File: src/hw/rtl/rbsc_pkg.sv
// Shared types and constants for the rank-by-smaller-count block.
// Used by rbsc_cell and rank_by_smaller_count; depends on nothing else.
package rbsc_pkg;

   localparam int unsigned MAX_ITEMS_DEF = 64;
   localparam int unsigned VALUE_W       = 32;
   localparam int unsigned RANK_W        = 6;

   typedef logic signed [VALUE_W-1:0] value_type;
   typedef logic        [RANK_W-1:0]  rank_type;

   // Operating phase of the block.
   typedef enum logic [1:0] {
      PH_FILL  = 2'b01,
      PH_DRAIN = 2'b10
   } phase_type;

   // Control broadcast along the row of cells.
   typedef struct packed {
      logic      insert;  // a new value is being stored this cycle
      logic      shift;   // head cell leaves, every cell takes its neighbor
      value_type key;     // value all cells compare against
   } cell_ctl_type;

endpackage

File: src/hw/rtl/rbsc_cell.sv
// One cell of the ranking chain: holds a stored value and its running count
// of smaller values. Depends on rbsc_pkg.
module rbsc_cell
   import rbsc_pkg::*;
(
   input  logic         clock,
   input  cell_ctl_type ctl,
   input  logic         sel,
   input  value_type    nxt_value,
   input  rank_type     nxt_count,
   output value_type    value,
   output rank_type     count,
   output rank_type     count_fwd
);

   value_type value_ff, value_in;
   rank_type  count_ff, count_in;
   logic      key_smaller;

   assign key_smaller = ctl.key < value_ff;
   // Count as handed to the left neighbor on a shift, or kept on an insert.
   assign count_fwd   = count_ff + RANK_W'(key_smaller);

   always_comb begin
      value_in = value_ff;
      count_in = count_ff;
      if (ctl.shift) begin
         value_in = nxt_value;
         count_in = nxt_count;
      end else if (ctl.insert) begin
         if (sel) begin
            value_in = ctl.key;
            count_in = '0;
         end else begin
            count_in = count_fwd;
         end
      end
   end

   always_ff @(posedge clock) begin
      value_ff <= value_in;
      count_ff <= count_in;
   end

   assign value = value_ff;
   assign count = count_ff;

endmodule

File: config.mk
export PLATFORM = sky130hd
export DESIGN_NAME = rbsc_cell
export DESIGN_NICKNAME = d
export VERILOG_FILES = /design/src/hw/rtl/rbsc_pkg.sv /design/src/hw/rtl/rbsc_cell.sv
export SDC_FILE = /design/constraint.sdc
export NUM_CORES = 1
export LEC_CHECK = 0
export BUFFER_PORTS_ARGS = -buffer_cell sky130_fd_sc_hd__buf_4
export CAP_MARGIN = 20
export CORE_MARGIN = 5
export CORE_UTILIZATION = 47
export CTS_CLUSTER_SIZE = 16
export DETAILED_ROUTE_END_ITERATION = 10
export PLACE_DENSITY = 0.81
export SLEW_MARGIN = 20
export SYNTH_ARGS = -nofsm -noshare
export SYNTH_HDL_FRONTEND = slang
export SYNTH_SLANG_ARGS = --single-unit
File: constraint.sdc
create_clock -name clock -period 3.6 [get_ports clock]
set_input_delay 0.72 -clock clock [delete_from_list [all_inputs] [get_ports clock]]
set_output_delay 0.72 -clock clock [all_outputs]
set_load 0.03 [all_outputs]
==> results summary, run 1 <==
In the final design database the tool counted 437 nets. The final clock period utilization by the worst path is 100%. The final count of pins violating max slew came out at 0. The port buffer count came out at 117. The clock passes through at most 2 buffers.

The post-route DRC violation count is 0. For this block, the routed nets add up to 6480 um of wire. The time the worst path needs with I/O delays and setup is 3600 ps. The data arrival time of the critical path came out at 2880 ps. The global-route total usage across every layer came out at 19.2%. The count of placed standard cells including taps came out at 391. The mean instance size in the synthesized netlist is 12.1 um2.

Sequential cells were found to cover 46.4% of the synthesized design area. The share of layout cells above drive strength 1 is 57.7%. For the worst-skew pair, the clock arrives at the later sink with an insertion delay of 290 ps. The count of endpoints failing hold in the final timing report came out at 0. The Yosys step of the flow raised 0 warnings. The fraction of the core area covered by cells at the end of the flow is 74.8%.

STA classifies the critical path startpoint as an input pin. The most frequent standard cell in the layout excluding fill and tap cells is buf_4. VDD sags by at most 0.308 mV.

Among all flip-flop cells after synthesis, the most frequent one is edfxtp_1. The effective utilization at floorplan is 48.2%. The total overflow left after global routing is 0.

The cell leakage power came out at 1.77 nW. The y dimension of the die is 82.4 um. The total number of clock tree sinks came out at 38.

STA puts the critical path data required time at 2880 ps. The largest net degree at the start of global routing is 42. The first routing iteration left 67 violations. The final setup slack of the worst path came out at -1.32 ps. Counting flops with a built-in enable in the synthesized netlist gives 38.

The initial antenna violation count is 0. The count of non-filler cells in the finished layout came out at 401. At the pin with the least slew margin, the transition time is 512 ps. The area of the core region is 5110 um2. Once detailed placement completed, the half-perimeter wirelength came to 4790 um. The highest attainable clock frequency is 278 MHz.

The flow ran to the end, but the final reports show violations. The final reports fail on negative setup slack. The die width came out at 82.4 um.

The worst pin sits at a relative slew slack of 65.9%. The number of antenna repair diodes came out at 0. CTS built an H-tree with a depth of 2. The ratio of routed vias to standard cells came out at 5.10.

The TritonCTS clock tree is done. In this run the count of I/O pins placed on the die edge is 118. The number of iterations in the first detailed-routing pass is 4. The count of different cell masters after synthesis is 31.

The synthesized design contains 38 register bits. The area added between synthesis and finish is 55.2%. The kind of critical path is input pin to output pin. The fraction of registers with async set/reset came out at 0%. The floorplan step defined a die boundary enclosing 6780 um2. The register clock-pin slew on the reported worst setup and hold paths came out at 70 ps. The first-pass GRT wire length came out at 9740 um. Dividing the detail-routed wire length by the instance count gives 16.2 um.

The worst hold path class is input pin to register. The placement row count is 26. The final worst clock skew came out at 4.51 ps.

Summing every instance area after synthesis gives 2460 um2. The maximum net fanout on the critical path is 3. The routability-driven placement congestion ratio came out at 0.815. Power spread over the standard cell area amounts to 374 nW/um2. The tree is rooted in a clkbuf_8. Synthesis handed over a netlist of 203 instances.

Setup repair after global routing could not meet its margin everywhere. The number of nets with antenna violations after detailed routing is 0. In the layout the commonest cells are buf_4, edfxtp_1, inv_1, mux2_2, ha_1. The count of max-cap constraint violations came out at 0. The endpoint kind of the worst setup timing path is an output pin. Setup violations remaining at the end of the flow were counted as 1. The post-synthesis net count came out at 310. The overall via count from detail_route came out at 2044.

Clock tree synthesis inserted a total of 5 buffers. The via count of the first global-routing pass is 2159.
==> cells by family (layout without fill, tap and decap cells) <==
group / count (synthesis) / count (layout) / share of synthesized area (%)
DFF: 38 / 38 / 46.4
buffers and inverters: 36 / 164 / 5.54
adders and majority gates: 33 / 33 / 16.8
muxes: 33 / 33 / 15.0
AOI/OAI and AO/OA: 31 / 31 / 8.90
and+or+nand+nor: 28 / 28 / 5.95
xor gates and xnor gates: 4 / 4 / 1.42
==> synthesized netlist by cell type, types with 2 or more instances <==
library cell | instances | area, um2
ha_1 | 33 | 413
mux2_1 | 3 | 33.8
o21ai_0 | 3 | 15.0
nor2_1 | 3 | 11.3
nand4_1 | 5 | 31.3
mux2_2 | 29 | 327
o21ai_1 | 2 | 10.0
clkbuf_1 | 2 | 7.51
buf_1 | 2 | 7.51
nand2b_1 | 2 | 12.5
inv_1 | 31 | 116
nand3_1 | 8 | 40.0
nand2_1 | 4 | 15.0
xnor2_1 | 3 | 26.3
and3_1 | 3 | 18.8
edfxtp_1 | 38 | 1140
a21o_1 | 5 | 37.5
a21oi_1 | 9 | 45.0
a22o_1 | 6 | 52.6
==> timing repair <==
item	in CTS	in global routing
setup endpoints to repair	5	4
endpoints found under the hold margin	0	0
setup buffers	0	2
pin swaps	13	15
hold buffers	0	0
resized for setup	21	15
==> worst max-delay path, stage by stage <==
cell and delay [ps]:
buf_4 130, ha_4 260, and3_4 190, nand3_4 80, nor3_4 200, nand2_1 80, o21ai_2 160, mux2i_1 220
ha_2 250, ha_4 170, nand3_4 100, xnor2_4 180, buf_6 150
==> where the power goes <==
| group | switching [mW] | internal (mW) | total, mW |
|---|---|---|---|
| sequential | 0.0344 | 0.548 | 0.582 |
| clock | 0.150 | 0.133 | 0.283 |
| combinational | 0.301 | 0.263 | 0.564 |
==> cell type report <==
class / count / area (um2)
Fill cell: 348 / 1290
Sequential cell: 38 / 1140
Clock inverter: 2 / 8.76
Clock buffer: 6 / 72.6
Timing Repair Buffer: 125 / 953
Multi-Input combinational cell: 129 / 1440
Inverter: 31 / 116
Tap cell: 70 / 87.6
==> path summary, 6_finish.rpt <==
kind	to	slack [ps]	cells after the start	start
worst max-delay path	count_fwd[4]	-1	13	ctl[29]
worst min-delay path	value[4]	710	2	nxt_value[4]
worst max register to register	count[5]	790	13	value[13]
worst min register to register	count[0]	770	2	count[0]
==> sequential cells by signal, indices dropped and copies added (netlist names) <==
name	count
value	32
count	6
==> through the flow <==
step                      hold slack [ps]  power [mW]  setup WS [ps]  TNS, ps  cell area (um2)
final                                 715        1.43          -1.32    -1.32             3820
after global routing                  709        1.52           -108     -281             3820
after CTS                             704        1.41          -68.1    -96.5             3690
after detailed placement              732        1.09           -287     -752             3460
after global placement                708        1.08           -222     -528             3460
after floorplan                       921       0.882          -21.1    -21.1             2470
==> metal layers <==
metal,routed length [um],global-route usage (%)
met1,2500,21.6
met2,3310,33.7
met3,494,5.10
met4,174,8.47
met5,0,0
(Power assumes the default switching activity.)
==> run 2, diff against run 1 <==
--- a/config.mk
+++ b/config.mk
@@ -7,7 +7,7 @@
 export LEC_CHECK = 0
 export BUFFER_PORTS_ARGS = -buffer_cell sky130_fd_sc_hd__buf_4
 export CAP_MARGIN = 20
-export CORE_MARGIN = 5
+export CORE_MARGIN = 10
 export CORE_UTILIZATION = 47
 export CTS_CLUSTER_SIZE = 16
 export DETAILED_ROUTE_END_ITERATION = 10
@@ -16,3 +16,4 @@
 export SYNTH_ARGS = -nofsm -noshare
 export SYNTH_HDL_FRONTEND = slang
 export SYNTH_SLANG_ARGS = --single-unit
+export TNS_END_PERCENT = 1
==> run 2 against run 1 <==
Effect of this change: the run still ends with negative setup slack left; routed wire length up 6.4%; clock power down 3%; non-clock buffer count up 1.
==> results summary, run 2 (same netlist as run 1, synthesis figures left out) <==
After legalization and detailed placement, the total HPWL measured 5350 um. The worst path in the final design needs a cycle of 3690 ps, including I/O delays and setup. VDD sags by at most 0.227 mV. The floorplan step set the die height to 92.4 um.

Timing analysis after detailed placement gives a worst setup slack of -311 ps. The effective utilization at floorplan is 48.2%. After clock tree synthesis, the clock-pin slew on the worst setup and hold paths is 70 ps.

The global route total overflow came out at 0. The tree built by TritonCTS fans out to 38 sinks. The die width is 92.4 um. The largest net degree at the start of global routing is 42. The power share of the clock group came out at 19.5%. The cell leakage power is 1.76 nW.

The worst relative slew slack came out at 65.3%. The number of iterations in the first detailed-routing pass is 4. The initial antenna violation count is 0.

The critical path starts at ctl[8]. The first-pass GRT wire length is 10900 um. The tree is rooted in a clkbuf_8. The I/O pin count is 118. The checks that failed: negative setup slack. Buffers placed on the I/O ports in this run total 117. The beginning of the worst hold path is nxt_value[3]. The highest attainable clock frequency is 271 MHz. The share of layout cells above drive strength 1 is 56.2%.

The clock buffer count from CTS came out at 5. The number of buffers added to fix hold violations after cts is 0. The final count of pins violating max slew came out at 0.

TritonCTS built the clock tree. Of the total power, the share spent switching nets is 33.3%. The top cell types in the final layout, fill and taps aside, are buf_4, edfxtp_1, inv_1, mux2_2, ha_1. The area of the core region is 5110 um2. Setup repair after global routing could not meet its margin everywhere. The via count of the first global-routing pass came out at 2278. The overall via count from detail_route is 2037. The area of the die is 8530 um2.

The slew at the pin with the worst max-slew slack came out at 521 ps. At the worst endpoint, the required time is 2880 ps. The net count of the finished layout came out at 438. The final setup slack of the worst path is -86.7 ps. The total power divided by cell area came out at 374 nW/um2. The post-placement cell area came out at 3450 um2. The congestion estimate from routability-driven global placement came to 0.778. After the first detailed-routing iteration, the DRC count stood at 71. The worst setup path is launched from an input pin. The count of max-cap constraint violations came out at 0. Per report_power, the combinational group accounts for 39.2% of the total. In the routed layout, each cell is associated on average with a via count of 5.08.

The flow ran to the end, but the final reports show violations. The depth of the CTS H-tree came out at 2. The worst setup path is captured at an output pin. The global-route total usage across every layer came out at 15.9%. The final worst clock skew came out at 2.91 ps.

The sum of negative setup slack is -200 ps. In this run the worst hold path is classified as input pin to register. Counting along the longest clock path gives a buffer depth of 2. Along the worst path, the maximum fanout reaches 2. Leaving out fill and tap cells, the most frequent cell in the layout is buf_4. The post-route cell area is 3760 um2.

After floorplanning, the core was divided into 26 placement rows. The detail route stage leaves a number of antenna-violating nets equal to 0. The number of flip-flops under the largest register name came out at 32. The final clock period utilization by the worst path is 102%.

The final count of negative-setup-slack endpoints is 4. The internal power of the cells totals 0.940 mW. The wire length per cell after detailed routing came out at 17.2 um. The portion of total power attributed to sequential cells is 41.3%. STA puts the critical path data arrival time at 2970 ps. Summed over all nets, the switching power comes to 0.469 mW. The count of endpoints failing hold in the final timing report came out at 0. The worst register-to-register path begins at value[13]. The number of antenna repair diodes came out at 0. From synthesis to final layout, the design area changed by 52.9%.

The critical path is of the input pin to output pin type. For this block, the routed nets add up to 6900 um of wire. The post-route DRC violation count is 0. The clock reaches the later pin of the worst-skew pair after 280 ps.
-- run 2: changes by cell type in the layout (fill, tap and decap cells not counted), sizes merged --
cell,change
clkinv,-2
buf,+1
clkbuf,+1
-- run 2: worst paths after layout --
path	slack (ps)	to	depth (start not counted)
hold reg to reg	790	count[0]	2
setup reg to reg	660	count[5]	14
hold / removal	720	value[3]	2
setup / recovery	-90	count_fwd[5]	13
-- run 2: power groups by stage --
stage | combinational (mW) | sequential [mW] | clock, mW
final | 0.553 | 0.582 | 0.275
after global routing | 0.603 | 0.588 | 0.303
after CTS | 0.549 | 0.579 | 0.290
after detailed placement | 0.511 | 0.587 | 0
after global placement | 0.502 | 0.583 | 0
after floorplan | 0.198 | 0.684 | 0
-- run 2: final cells by class --
type	count	area [um2]
inverters	31	116
well taps	70	87.6
clock buffers	7	76.3
repair buffers	126	968
flip-flops and latches	38	1140
fillers	379	1340
multi-input cells	129	1370
-- run 2: routing by layer --
layer	up-vias	global-route usage [%]	wire, um
met5	-	0	0
met4	0	5.66	167
met3	12	6.05	587
met2	74	28.1	3490
met1	946	16.9	2650
li1	1005	-	-
-- run 2: metrics by stage --
step / cells / hold slack (ps) / power (mW) / utilization (%)
after CTS: 399 / 710 / 1.42 / 72.8
final: 401 / 720 / 1.41 / 73.7
after global routing: 401 / 722 / 1.49 / 73.7
after floorplan: 203 / 921 / 0.882 / -
after global placement: 390 / 724 / 1.09 / 67.6
after detailed placement: 390 / 755 / 1.10 / 67.6
-- run 2: what timing repair did --
item                                    4_1_cts  5_1_grt
pin swaps                                    13       10
endpoints found under the setup margin        5        4
buffers inserted                              2        2
resized for setup                            25        6
gates cloned                                  0        0
-- run 2: worst max-delay path, cell delays in order --
cell	delay, ps
buf_4	110
ha_1	270
nand4_1	120
nor2_2	50
a211o_1	260
a311oi_2	260
o21ai_1	120
mux2i_1	170
ha_2	250
buf_6	120
nand3_2	80
xnor2_2	250
buf_6	170
==> run 3, diff against run 2 <==
--- a/config.mk
+++ b/config.mk
@@ -5,13 +5,14 @@
 export SDC_FILE = /design/constraint.sdc
 export NUM_CORES = 1
 export LEC_CHECK = 0
+export ABC_AREA = 1
 export BUFFER_PORTS_ARGS = -buffer_cell sky130_fd_sc_hd__buf_4
 export CAP_MARGIN = 20
 export CORE_MARGIN = 10
 export CORE_UTILIZATION = 47
 export CTS_CLUSTER_SIZE = 16
 export DETAILED_ROUTE_END_ITERATION = 10
-export PLACE_DENSITY = 0.81
+export PLACE_DENSITY = 0.8
 export SLEW_MARGIN = 20
 export SYNTH_ARGS = -nofsm -noshare
 export SYNTH_HDL_FRONTEND = slang
==> run 3 against run 2 <==
Effect of this change: the flow now finishes without violations; sequential power shrank 0.9%; worst setup slack better by 260 ps; flip-flop and latch count unchanged; clock skew rose by 2.0 ps; first-iteration DRC count fell by 18%; highest routed layer unchanged.
==> results summary, run 3 <==
The flow ran to the end, and the final reports show no timing, DRC or antenna violations. The count of yosys warnings during synthesis is 0. The critical register-to-register path endpoint is count[4].

The ratio of routed vias to standard cells is 4.67. The number of antenna diodes in the final layout is 0. Measured in cells, the most critical reg-to-reg path has a length of 15. The count of placed standard cells including taps came out at 493.

The highest layer used for signal routing is met4. The cell count after synthesis is 313. The wire length per cell after detailed routing is 13.9 um. The final clock period utilization by the worst path is 95.1%. STA classifies the critical path endpoint as an output pin. The first-pass GRT wire length came out at 10800 um. In this run, post-CTS hold repair placed 0 buffers.

After detailed placement, the total cell area comes to 3490 um2. Buffers inserted during clock tree synthesis total 5. The y dimension of the die is 93.6 um. Ranked by total cell area, the synthesized netlist is headed by edfxtp_1, nand2_1, ha_1.

The path class of the tightest hold or removal check is input pin to register. Sorting the synthesized cells by how often they occur yields nand2_1, inv_1, edfxtp_1, ha_1, a21oi_1. In this run the tightest slew margin relative to its limit is 28.2%. The maximum clock insertion buffer count came out at 2. The sum of negative setup slack came out at 0 ps. The overall routed net length is 6980 um. The count of endpoints failing hold in the final timing report is 0. Of all nets on the critical path, the largest fanout is 2.

The global-route total usage across every layer came out at 15.3%. The area of the die is 8760 um2. The time the worst path needs with I/O delays and setup came out at 3420 ps. The area added between synthesis and finish came out at 42.8%. The via count of the first global-routing pass came out at 2331. The total number of clock tree sinks came out at 38. The highest attainable clock frequency is 292 MHz. The count of cells along the worst hold path is 3. The routed wire length on met3 is 679 um.

The top cell types in the final layout, fill and taps aside, are nand2_1, buf_4, inv_1, edfxtp_1, ha_1. The routability-driven placement congestion ratio came out at 0.798. The number of flops mapped to enable cells by yosys came out at 38.

Pin placement for this block handled 118 I/O pins. The detailed router finished its first iteration with 58 violations. Clock-pin slew was measured on the worst setup and hold paths at 70 ps. Each instance of the synthesized netlist takes up on average 8.13 um2. Counting flops with an async set or reset pin after synthesis yields a share of 0%.

The share of layout cells above drive strength 1 is 32.0%. Measured along the x axis, the die boundary spans 93.6 um. The register bit count reported by yosys is 38.

The count of non-filler cells in the finished layout came out at 501. The detailed placement HPWL came out at 5560 um. For this run, the leading register cell type out of synthesis is edfxtp_1. The post-route cell area is 3630 um2. The final count of negative-setup-slack endpoints is 0. VDD sags by at most 0.225 mV. The length of routed met2 wiring came out at 3400 um. The startpoint identified for the worst hold timing path is nxt_value[22]. The path with the worst hold slack has its endpoint at value[22]. In this run the clock root is driven by a clkbuf_8. The slew at the pin with the worst max-slew slack came out at 1070 ps. The largest net degree at the start of global routing is 41. The depth of the CTS H-tree is 2. The area of the core region came out at 5170 um2. The final count of pins violating max slew came out at 0. The clock reaches the later pin of the worst-skew pair after 290 ps. The effective utilization at floorplan came out at 49.2%. The overall via count from detail_route came out at 2340.

The portion of the post-synthesis area used by sequential elements is 44.8%. Data on the critical path is required at its endpoint by 2880 ps. The number of flip-flops under the largest register name came out at 32. The minimum setup slack after placement came out at 74.8 ps. The net count of the finished layout came out at 538. The initial antenna violation count is 0. The most common cell in the synthesized netlist is nand2_1.

The fraction of synthesized cell area taken by the top area cell type came out at 44.8%. The final worst clock skew came out at 4.90 ps. Counting every net in the synthesized netlist gives 420. The final setup slack of the worst path came out at 176 ps. The global route total overflow is 0.

Buffers placed on the I/O ports in this run total 117. The count of different cell masters after synthesis is 17. The total power divided by cell area is 381 nW/um2. The count of max-cap constraint violations is 0. The setup slack of the worst register-to-register path is 1050 ps. The worst setup path is of the input pin to output pin kind. The cell leakage power is 1.97 nW. The data arrival time of the critical path is 2700 ps.

The number of iterations in the first detailed-routing pass is 6. The library cell used most frequently in the layout, excluding fill and tap cells, is nand2_1. Setup repair after global routing left no endpoint under its margin. The post-route DRC violation count came out at 0. The number of nets with antenna violations after detailed routing came out at 0. In this run the worst setup path begins at ctl[7]. The TritonCTS clock tree is done. The post-synthesis cell area came out at 2540 um2. The worst register-to-register path begins at value[29].

Row generation in the floorplan step produced 26 rows. STA classifies the critical path startpoint as an input pin. The synthesized design spends more area on one cell type than any other, namely edfxtp_1.

The detailed router put a total of 2810 um of wire on met1.
## run 3: changes by cell type in the layout (fill, tap and decap cells not counted), sizes merged, moves of 2 or more
cell / delta
nand2: +136
mux2: -32
inv: +14
buf: -7
a22o: -6
nor2: +6
a21o: -5
a21oi: +5
nand4: -4
o21ai: +4
and3: -3
nand2b: -2
## run 3: how the worst max path moves through the flow
stage,to,cells past startpoint
3_5_place_dp,count_fwd[4],18
5_1_grt,count_fwd[4],18
6_report,count_fwd[4],18
2_1_floorplan,value[0],2
3_3_place_gp,count_fwd[4],18
4_1_cts,count_fwd[4],18
## run 3: routing by layer
layer / vias to the layer above / global-route usage, %
met3: 8 / 6.95
li1: 1229 / -
met5: - / 0
met2: 79 / 26.6
met1: 1024 / 16.3
met4: 0 / 4.56
## run 3: critical path, stage by stage
cell	delay, ps
buf_4	110
ha_1	280
nand2_1	80
inv_1	50
nor3_2	160
nand2_2	70
nand2_1	60
nand2_1	60
nand2_1	80
nand2_1	50
nand2_1	50
nand2_1	70
ha_2	190
ha_2	180
nand3_1	90
xor2_1	180
inv_1	60
buf_4	160
## run 3: cells by family (layout without fill, tap and decap cells)
logic type / count (synthesis) / count (layout) / share of synthesized area [%]
simple gates: 162 / 162 / 24.8
buf+inv: 53 / 171 / 8.06
compound gates: 23 / 23 / 4.67
xor+xnor: 4 / 4 / 1.38
fa+ha+maj: 33 / 33 / 16.2
flops: 38 / 38 / 44.8
## run 3: area by class of cell
type | instances | area [um2]
Clock buffer | 7 | 76.3
Fill cell | 433 | 1540
Inverter | 45 | 169
Multi-Input combinational cell | 222 | 1270
Sequential cell | 38 | 1140
Tap cell | 70 | 87.6
Timing Repair Buffer | 119 | 893
## run 3: power breakdown
part           switching, mW  internal (mW)
Sequential            0.0283          0.548
Clock                  0.142          0.133
Combinational          0.313          0.219
Total                  0.483          0.901
## run 3: per-stage QoR
stage                     hold WS [ps]  total power [mW]  util (%)
after floorplan                    868             0.892         -
after global placement             676              1.09      67.5
after detailed placement           682              1.11      67.5
after CTS                          683              1.38      69.0
after global routing               689              1.47      70.3
final                              692              1.38      70.3
## run 3: what timing repair did
| action | 4_1_cts | 5_1_grt |
|---|---|---|
| resized for setup | 0 | 10 |
| buffers inserted | 0 | 1 |
| endpoints found under the setup margin | 0 | 3 |
